===== src/design/sau_pkg.sv =====
// shared types and constants of the stack arithmetic unit
package sau_pkg;

    localparam int SAU_STACK_DEPTH  = 64;
    localparam int SAU_DATA_W       = 32;
    localparam int SAU_MIN_OPERANDS = 2;
    localparam int SAU_DEPTH_W      = 7;

    typedef enum logic [2:0] {
        KIND_PUSH = 3'd0,
        KIND_ADD  = 3'd1,
        KIND_SUB  = 3'd2,
        KIND_MUL  = 3'd3,
        KIND_DIV  = 3'd4,
        KIND_MOD  = 3'd5
    } sau_kind_t;

    typedef enum logic [1:0] {
        STATUS_OK    = 2'd0,
        STATUS_SHORT = 2'd1,
        STATUS_DIVZ  = 2'd2,
        STATUS_FULL  = 2'd3
    } sau_status_t;

    typedef enum logic [1:0] {
        ST_IDLE,
        ST_CALC,
        ST_DIVIDE,
        ST_RESULT
    } sau_state_t;

    // controller to datapath
    typedef struct packed {
        logic load;
        logic calc;
        logic div_start;
        logic div_take;
        logic commit;
    } sau_cmd_t;

    // datapath to controller
    typedef struct packed {
        logic div_op;
        logic div_done;
    } sau_stat_t;

endpackage


===== src/design/sau_ram.sv =====
// generic single-write, single-read memory with registered read data
module sau_ram #(
    parameter int WIDTH = 32,
    parameter int DEPTH = 64
) (
    input  logic                     clk,
    input  logic                     wr_en,
    input  logic [$clog2(DEPTH)-1:0] wr_addr,
    input  logic [WIDTH-1:0]         wr_data,
    input  logic [$clog2(DEPTH)-1:0] rd_addr,
    output logic [WIDTH-1:0]         rd_data
);

    logic [WIDTH-1:0] mem [DEPTH];
    logic [WIDTH-1:0] rd_data_reg;

    always_ff @(posedge clk) begin
        if (wr_en) begin
            mem[wr_addr] <= wr_data;
        end
        rd_data_reg <= mem[rd_addr];
    end

    assign rd_data = rd_data_reg;

endmodule


===== src/design/sau_div.sv =====
// iterative signed divider, one quotient bit per cycle, truncating toward zero
module sau_div
    import sau_pkg::*;
(
    input  logic                  aclk,
    input  logic                  aresetn,
    input  logic                  start,
    input  logic [SAU_DATA_W-1:0] dividend,
    input  logic [SAU_DATA_W-1:0] divisor,
    output logic                  done,
    output logic [SAU_DATA_W-1:0] quotient,
    output logic [SAU_DATA_W-1:0] remainder
);

    localparam int CNT_W = $clog2(SAU_DATA_W + 1);

    logic                  busy_reg, busy_next;
    logic                  done_reg, done_next;
    logic [CNT_W-1:0]      cnt_reg, cnt_next;
    logic [SAU_DATA_W-1:0] rem_reg, rem_next;
    logic [SAU_DATA_W-1:0] quo_reg, quo_next;
    logic [SAU_DATA_W-1:0] dvs_reg, dvs_next;
    logic                  qneg_reg, qneg_next;
    logic                  rneg_reg, rneg_next;

    logic [SAU_DATA_W:0]   shifted;
    logic [SAU_DATA_W:0]   diff;
    logic                  a_neg, b_neg;

    assign a_neg   = dividend[SAU_DATA_W-1];
    assign b_neg   = divisor[SAU_DATA_W-1];
    assign shifted = {rem_reg, quo_reg[SAU_DATA_W-1]};
    assign diff    = shifted - {1'b0, dvs_reg};

    always_comb begin
        busy_next = busy_reg;
        done_next = 1'b0;
        cnt_next  = cnt_reg;
        rem_next  = rem_reg;
        quo_next  = quo_reg;
        dvs_next  = dvs_reg;
        qneg_next = qneg_reg;
        rneg_next = rneg_reg;
        if (start) begin
            busy_next = 1'b1;
            cnt_next  = CNT_W'(SAU_DATA_W);
            rem_next  = '0;
            quo_next  = a_neg ? (SAU_DATA_W'(0) - dividend) : dividend;
            dvs_next  = b_neg ? (SAU_DATA_W'(0) - divisor) : divisor;
            qneg_next = a_neg ^ b_neg;
            rneg_next = a_neg;
        end else if (busy_reg) begin
            // restoring step: keep the difference when it did not go negative
            if (!diff[SAU_DATA_W]) begin
                rem_next = diff[SAU_DATA_W-1:0];
                quo_next = {quo_reg[SAU_DATA_W-2:0], 1'b1};
            end else begin
                rem_next = shifted[SAU_DATA_W-1:0];
                quo_next = {quo_reg[SAU_DATA_W-2:0], 1'b0};
            end
            cnt_next = cnt_reg - CNT_W'(1);
            if (cnt_reg == CNT_W'(1)) begin
                busy_next = 1'b0;
                done_next = 1'b1;
            end
        end
    end

    always_ff @(posedge aclk) begin
        if (!aresetn) begin
            busy_reg <= 1'b0;
            done_reg <= 1'b0;
            cnt_reg  <= '0;
        end else begin
            busy_reg <= busy_next;
            done_reg <= done_next;
            cnt_reg  <= cnt_next;
        end
        rem_reg  <= rem_next;
        quo_reg  <= quo_next;
        dvs_reg  <= dvs_next;
        qneg_reg <= qneg_next;
        rneg_reg <= rneg_next;
    end

    assign done      = done_reg;
    assign quotient  = qneg_reg ? (SAU_DATA_W'(0) - quo_reg) : quo_reg;
    assign remainder = rneg_reg ? (SAU_DATA_W'(0) - rem_reg) : rem_reg;

endmodule


===== src/design/sau_ctrl.sv =====
// sequencing state machine and result-valid flag
module sau_ctrl
    import sau_pkg::*;
(
    input  logic      aclk,
    input  logic      aresetn,
    input  logic      s_valid,
    output logic      s_ready,
    output logic      m_valid,
    input  logic      m_ready,
    input  sau_stat_t stat,
    output sau_cmd_t  cmd
);

    sau_state_t state_reg, state_next;
    logic       m_valid_reg, m_valid_next;
    logic       out_free;

    assign out_free = !m_valid_reg || m_ready;

    always_ff @(posedge aclk) begin
        if (!aresetn) begin
            state_reg   <= ST_IDLE;
            m_valid_reg <= 1'b0;
        end else begin
            state_reg   <= state_next;
            m_valid_reg <= m_valid_next;
        end
    end

    always_comb begin
        state_next   = state_reg;
        cmd          = '0;
        s_ready      = 1'b0;
        m_valid_next = m_valid_reg && !m_ready;
        case (state_reg)
            ST_IDLE: begin
                s_ready = 1'b1;
                if (s_valid) begin
                    cmd.load   = 1'b1;
                    state_next = ST_CALC;
                end
            end
            ST_CALC: begin
                cmd.calc = 1'b1;
                if (stat.div_op) begin
                    cmd.div_start = 1'b1;
                    state_next    = ST_DIVIDE;
                end else begin
                    state_next = ST_RESULT;
                end
            end
            ST_DIVIDE: begin
                if (stat.div_done) begin
                    cmd.div_take = 1'b1;
                    state_next   = ST_RESULT;
                end
            end
            ST_RESULT: begin
                if (out_free) begin
                    cmd.commit   = 1'b1;
                    m_valid_next = 1'b1;
                    state_next   = ST_IDLE;
                end
            end
            default: begin
                state_next = ST_IDLE;
            end
        endcase
    end

    assign m_valid = m_valid_reg;

endmodule


===== src/design/sau_dpath.sv =====
// operand stack, cached top entry, alu, divider and result registers
module sau_dpath
    import sau_pkg::*;
#(
    parameter int STACK_DEPTH = SAU_STACK_DEPTH
) (
    input  logic                   aclk,
    input  logic                   aresetn,
    input  sau_cmd_t               cmd,
    output sau_stat_t              stat,
    input  logic [2:0]             s_kind,
    input  logic [SAU_DATA_W-1:0]  s_push_value,
    output logic [1:0]             m_status,
    output logic [SAU_DATA_W-1:0]  m_top_value,
    output logic [SAU_DEPTH_W-1:0] m_depth
);

    localparam int AW = $clog2(STACK_DEPTH);
    localparam int CW = $clog2(STACK_DEPTH + 1);

    logic [2:0]             kind_reg;
    logic [SAU_DATA_W-1:0]  push_reg;
    logic [CW-1:0]          count_reg, count_next;
    logic [SAU_DATA_W-1:0]  top_reg, top_next;
    logic [SAU_DATA_W-1:0]  res_reg;
    logic [1:0]             status_reg;
    logic                   apply_reg;
    logic [1:0]             m_status_reg;
    logic [SAU_DATA_W-1:0]  m_top_reg;
    logic [SAU_DEPTH_W-1:0] m_depth_reg;

    logic [SAU_DATA_W-1:0]  second;
    logic [SAU_DATA_W-1:0]  alu_res;
    logic [SAU_DATA_W-1:0]  mul_lo;
    logic [1:0]             calc_status;
    logic                   is_full, is_short, is_zero;
    logic [CW-1:0]          below_two;
    logic [AW-1:0]          second_addr;
    logic                   wr_en;
    logic [AW-1:0]          wr_addr;
    logic                   div_done;
    logic [SAU_DATA_W-1:0]  div_q, div_r;

    assign below_two   = count_reg - CW'(SAU_MIN_OPERANDS);
    assign second_addr = below_two[AW-1:0];
    assign is_full     = (count_reg == CW'(STACK_DEPTH));
    assign is_short    = (count_reg < CW'(SAU_MIN_OPERANDS));
    assign is_zero     = (top_reg == '0);
    assign mul_lo      = second * top_reg;

    // second entry is read continuously; data is ready in the cycle after accept
    sau_ram #(
        .WIDTH (SAU_DATA_W),
        .DEPTH (STACK_DEPTH)
    ) u_stack_ram (
        .clk     (aclk),
        .wr_en   (wr_en),
        .wr_addr (wr_addr),
        .wr_data (res_reg),
        .rd_addr (second_addr),
        .rd_data (second)
    );

    sau_div u_div (
        .aclk      (aclk),
        .aresetn   (aresetn),
        .start     (cmd.div_start),
        .dividend  (second),
        .divisor   (top_reg),
        .done      (div_done),
        .quotient  (div_q),
        .remainder (div_r)
    );

    always_comb begin
        calc_status = STATUS_OK;
        alu_res     = push_reg;
        case (kind_reg)
            KIND_PUSH: begin
                calc_status = is_full ? STATUS_FULL : STATUS_OK;
            end
            KIND_ADD: begin
                calc_status = is_short ? STATUS_SHORT : STATUS_OK;
                alu_res     = second + top_reg;
            end
            KIND_SUB: begin
                calc_status = is_short ? STATUS_SHORT : STATUS_OK;
                alu_res     = second - top_reg;
            end
            KIND_MUL: begin
                calc_status = is_short ? STATUS_SHORT : STATUS_OK;
                alu_res     = mul_lo;
            end
            KIND_DIV, KIND_MOD: begin
                calc_status = is_short ? STATUS_SHORT :
                              (is_zero ? STATUS_DIVZ : STATUS_OK);
            end
            default: begin
                calc_status = STATUS_OK;
            end
        endcase
    end

    assign stat.div_op   = ((kind_reg == KIND_DIV) || (kind_reg == KIND_MOD)) &&
                           (calc_status == STATUS_OK);
    assign stat.div_done = div_done;

    // stack update applied on commit
    always_comb begin
        count_next = count_reg;
        top_next   = top_reg;
        wr_en      = 1'b0;
        wr_addr    = second_addr;
        if (cmd.commit && apply_reg) begin
            wr_en    = 1'b1;
            top_next = res_reg;
            if (kind_reg == KIND_PUSH) begin
                wr_addr    = count_reg[AW-1:0];
                count_next = count_reg + CW'(1);
            end else begin
                count_next = count_reg - CW'(1);
            end
        end
    end

    always_ff @(posedge aclk) begin
        if (!aresetn) begin
            count_reg <= '0;
        end else begin
            count_reg <= count_next;
        end
        top_reg <= top_next;
        if (cmd.load) begin
            kind_reg <= s_kind;
            push_reg <= s_push_value;
        end
        if (cmd.calc) begin
            res_reg    <= alu_res;
            status_reg <= calc_status;
            apply_reg  <= (calc_status == STATUS_OK) && (kind_reg <= KIND_MOD);
        end else if (cmd.div_take) begin
            res_reg <= (kind_reg == KIND_DIV) ? div_q : div_r;
        end
        if (cmd.commit) begin
            m_status_reg <= status_reg;
            m_top_reg    <= (count_next != '0) ? top_next : '0;
            m_depth_reg  <= SAU_DEPTH_W'(count_next);
        end
    end

    assign m_status    = m_status_reg;
    assign m_top_value = m_top_reg;
    assign m_depth     = m_depth_reg;

endmodule


===== src/design/stack_arithmetic_unit_core.sv =====
// stack arithmetic unit: top level joining the controller and the datapath
//
// A bounded stack of 32-bit signed entries with a small alu. Each input beat
// is either a push of s_push_value or a binary operation (add, sub, mul, div,
// mod) that pops the top t and the second entry s and pushes s op t; add, sub
// and mul wrap, div and mod truncate toward zero with the remainder taking
// the dividend's sign. Every input beat yields exactly one result beat with
// a status (ok, stack too short, division by zero, stack full), the top entry
// afterwards (zero when empty) and the depth afterwards. On any error the
// stack is left as it was. Kinds six and seven do nothing and report ok.
// One item is in flight at a time. A push, add, sub, mul or spare kind,
// and any item that ends in an error, goes from accept through operate and
// commit to the result register; a div or mod that divides also passes
// through the divider between start and hand-over, and the divider yields
// one quotient bit per cycle. The next beat is taken as soon as the result
// is committed, even while that result still waits on m_ready; commit of a
// following item then waits for the result register.
// The stack lives in a memory of STACK_DEPTH entries with the top entry also
// kept in a register, so only the second entry is ever read from memory.
// No clearing pass runs after reset: entries are only used once written.
module stack_arithmetic_unit_core
    import sau_pkg::*;
#(
    parameter int STACK_DEPTH = SAU_STACK_DEPTH
) (
    input  logic                          aclk,
    input  logic                          aresetn,
    input  logic                          s_valid,
    output logic                          s_ready,
    input  logic [2:0]                    s_kind,
    input  logic signed [SAU_DATA_W-1:0]  s_push_value,
    output logic                          m_valid,
    input  logic                          m_ready,
    output logic [1:0]                    m_status,
    output logic signed [SAU_DATA_W-1:0]  m_top_value,
    output logic [SAU_DEPTH_W-1:0]        m_depth
);

    sau_cmd_t              cmd;
    sau_stat_t             stat;
    logic [SAU_DATA_W-1:0] top_value;

    // sequencing: accept, operate, optional divide, commit
    sau_ctrl u_ctrl (
        .aclk    (aclk),
        .aresetn (aresetn),
        .s_valid (s_valid),
        .s_ready (s_ready),
        .m_valid (m_valid),
        .m_ready (m_ready),
        .stat    (stat),
        .cmd     (cmd)
    );

    // stack memory, cached top, alu, divider and the result register
    sau_dpath #(
        .STACK_DEPTH (STACK_DEPTH)
    ) u_dpath (
        .aclk         (aclk),
        .aresetn      (aresetn),
        .cmd          (cmd),
        .stat         (stat),
        .s_kind       (s_kind),
        .s_push_value ($unsigned(s_push_value)),
        .m_status     (m_status),
        .m_top_value  (top_value),
        .m_depth      (m_depth)
    );

    assign m_top_value = $signed(top_value);

endmodule


===== config.mk =====
export PLATFORM = sky130hd
export DESIGN_NAME = stack_arithmetic_unit_core
export DESIGN_NICKNAME = d
export VERILOG_FILES = /design/src/design/sau_pkg.sv /design/src/design/sau_ram.sv /design/src/design/sau_div.sv /design/src/design/sau_ctrl.sv /design/src/design/sau_dpath.sv /design/src/design/stack_arithmetic_unit_core.sv
export SDC_FILE = /design/constraint.sdc
export NUM_CORES = 2
export LEC_CHECK = 0
export BUFFER_PORTS_ARGS = -buffer_cell sky130_fd_sc_hd__clkbuf_2
export CORE_AREA = 4 4 416 418
export CTS_BUF_LIST = sky130_fd_sc_hd__clkbuf_4
export DETAILED_ROUTE_END_ITERATION = 16
export DIE_AREA = 0 0 420 422
export PLACE_DENSITY = 0.82
export SLEW_MARGIN = 20
export SYNTH_ARGS = -nofsm -noshare
export SYNTH_HDL_FRONTEND = slang
export SYNTH_SLANG_ARGS = --single-unit

===== constraint.sdc =====
create_clock -name aclk -period 10.4 [get_ports aclk]
set_clock_uncertainty 0.05 [all_clocks]
set_input_delay 0.52 -clock aclk [delete_from_list [all_inputs] [get_ports aclk]]
set_output_delay 0.52 -clock aclk [all_outputs]
set_load 0.01 [all_outputs]

==> impl_results.md <==
* Fillers at 9938
* Hold Path End: u_ctrl.state_reg[1]$_SDFFE_PN0P_
* R2r worst-path depth at 23
* Mapped Cells at 6694
* Area of the multi-input gates at 39700 µm²
* Synth-to-layout area growth at 10.6%
* Register area at 69100 µm²
* Number of synthesized flops with an enable pin at 2225
* Hold Crit Class: in2reg
* Non-Filler Instances at 9891
* Post-Syn Area at 111000 µm²
* Critical Path RT at 11.39 ns
* Overflow after GRT at 0
* Final hold viol count at 0
* Layout cells sized above 1 at 25.2%
* Wirelength per Cell at 32.5 µm
* Final Critical Period at 8.17 ns
* WHS Path Cells at 3
* Max_slew headroom at 20.6%
* Number of DRC markers in iteration 0 at 10000
* Worst-path clk slew at 0.06 ns
* Post-DRT Antenna Nets at 0
* R2r startpoint: u_dpath.u_stack_ram.rd_data[16]$_DFF_P_
* GRT Total Usage at 37.0%
* Ordered list of cells on the worst path: and2_1, fa_1, inv_1, fa_1, fa_1, fa_1, inv_1, fa_1, inv_1, fa_1, inv_1, fa_1, fa_1, ha_1, nand3_1, nor2_1, nand2_1, a2111oi_0, o21ai_0, and2_1, xnor2_1, a222oi_1, a21oi_1
* Synthesis Warnings at 0
* Placed cells at 8813
* Residual DRC count at 0
* Syn nets at 7347
* Total Routed Length at 321 mm
* Largest net degree at the start of global routing at 155
* Fin crit share at 78.5%
* Crit-path most repeated cell: fa_1
* DP Wirelength at 187 mm
* CORE AREA at 169000 µm²
* R2r setup slk at 2.23 ns
* CTS tree: yes
* TritonCTS Buffers at 590
* Most common cell after layout, fill and taps aside: edfxtp_1
* Top reg by flops: u_dpath.u_stack_ram.mem
* Clock Tree Buf Depth at 4
* Vias in the first global route at 69100
* Critical-path maximum fanout at 21
* Antenna violations before repair at 22
* Worst Max-Slew Pin Slew at 1.16 ns
* NumNets Final at 7915
* RD Place Congestion at 0.970
* I/O Buffers at 81
* Post-CTS Setup Inserts at 0
* Die Span X at 420 µm
* Pins Over Slew Limit at 0
* CTS H-tree lvls at 6
* Yosys top cell by area: edfxtp_1
* RSZ-0062 raised after global routing: no
* Rows at 151
* Synth Area in Adders at 9.67%
* R2r endpoint: u_dpath.res_reg[25]$_DFFE_PP_
* Worst-Skew Late Latency at 1.41 ns
* Ys flop type: edfxtp_1
* Synth Area in XOR/XNOR at 2.36%
* Crit-path max cell delay at 1.01 ns
* Sequential share of the synthesized area at 62.0%
* CP endpoint kind: flip-flop
* Initial Util at 65.9%
* Critical Path AT at 9.16 ns
* Compound-Gate Fraction of Synth Area at 3.81%
* Sink Count at 2339
* Root Driver: clkbuf_4
* Via count at 67300
* Vias per inst at 6.80
* Post-cts resize count at 0
* Synth top area share at 60.0%
* Main combinational cell family by area after synthesis: multiplexers
* Max reg flops at 2048
* Setup TNS at 0 ns
* Syn_area_per_cell at 16.6 µm²
* Die area at 177000 µm²
* Max-cap violation count at 0
* Final setup vio count at 0
* Slowest-stage cell, CP: dfxtp_1
* DRT Pass-1 Iters at 6
* Boundary pin count at 82
* Synth area leaders: edfxtp_1 (60%), mux4_2 (13%), fa_1 (7.4%)
* Critical Path Start Type: flip-flop
* Mux contribution to synthesized area at 13.7%
* Kind of critical path: reg2reg
* Most frequent cells in the layout: edfxtp_1 (2225), clkbuf_4 (836), mux4_2 (658)
* Maximum clock rate at 122 MHz
* Ys async rst share at 0%
* Yosys cell types at 82
* Die height at 422 µm
* Status: completed
* Simple-gate share of the synthesized area at 5.52%
* First-pass GRT wire length at 468 mm
* Yosys reg bits at 2339
* Hold_sp: aresetn
## timing repair
| action | 4_1_cts | 5_1_grt |
|---|---|---|
| setup endpoints to repair | 0 | 0 |
| hold buffers | 75 | 0 |
| hold endpoints to repair | 88 | 0 |
## synth_stat cells, types with 49 or more instances
master    instances
a211oi_1         49
xor2_1          131
dfxtp_1         114
edfxtp_1       2225
o21ai_0         176
ha_1            203
a21oi_1         150
mux4_2          658
nand2_1         515
clkbuf_1        285
fa_1            411
xnor2_1         169
inv_1           458
buf_1            63
and2_1          316
nor2_1          182
## per-stage QoR
step                hold WS, ns  setup slack [ns]  cell area, µm²  utilization [%]
floorplan                 0.350              3.07          111000                -
global placement          0.355              2.34          115000             68.1
detailed placement        0.374              2.22          115000             68.1
CTS                      0.0753              2.18          123000             72.8
global route              0.117              1.72          123000             72.9
finish                    0.222              2.23          123000             72.9
## worst max path at each step
stage                                                        from                                  endpoint  slack, ns  cells after the start
after floorplan                   u_dpath.count_reg[1]$_SDFF_PN0_  u_dpath.u_stack_ram.mem[62][0]$_DFFE_PP_       3.07                     12
after global placement    u_dpath.u_stack_ram.rd_data[14]$_DFF_P_             u_dpath.res_reg[31]$_DFFE_PP_       2.34                     23
after detailed placement  u_dpath.u_stack_ram.rd_data[14]$_DFF_P_             u_dpath.res_reg[25]$_DFFE_PP_       2.22                     23
after CTS                 u_dpath.u_stack_ram.rd_data[14]$_DFF_P_             u_dpath.res_reg[25]$_DFFE_PP_       2.18                     23
after global routing                   u_dpath.top_reg[3]$_DFF_P_             u_dpath.res_reg[27]$_DFFE_PP_       1.72                     21
final                     u_dpath.u_stack_ram.rd_data[16]$_DFF_P_             u_dpath.res_reg[25]$_DFFE_PP_       2.23                     23
## layout make-up
cell class | count | area share (%)
tap | 2218 | 2.25
multi-input combinational | 3520 | 32.2
clock buffer | 836 | 5.09
inverter | 459 | 1.40
clock inverter | 154 | 0.756
antenna | 13 | 0.0264
timing repair buffer | 352 | 2.19
sequential | 2339 | 56.1
## per-layer routing
| metal | up-vias | share of wire [%] | global-route usage [%] |
|---|---|---|---|
| li1 | 26800 | - | - |
| met1 | 33600 | 33 | 48.6 |
| met2 | 5752 | 48 | 57.6 |
| met3 | 1146 | 13 | 9.14 |
| met4 | 10 | 6.5 | 20.5 |
| met5 | - | 0.022 | 0 |
## logic make-up (layout without fill, tap and decap cells)
logic type,after synthesis,count (layout)
xor gates and xnor gates,300,300
muxes,705,705
buffers and inverters,835,1801
adders and majority gates,614,614
and+or+nand+nor,1260,1260
AOI/OAI and AO/OA,641,641
DFF,2339,2339
other,0,13
## worst max-delay path, delay by kind of cell (launching register included)
kind,cells,cell delay [ns]
adders and majority gates,9,4.23
AOI/OAI and AO/OA,4,1.35
DFF,1,1.01
and+or+nand+nor,5,0.87
buffers and inverters,4,0.24
xor gates and xnor gates,1,0.14
Power is left out: the tool's default activity adds up to more than one toggle a clock period on the data nets, which glitch-free logic cannot reach.
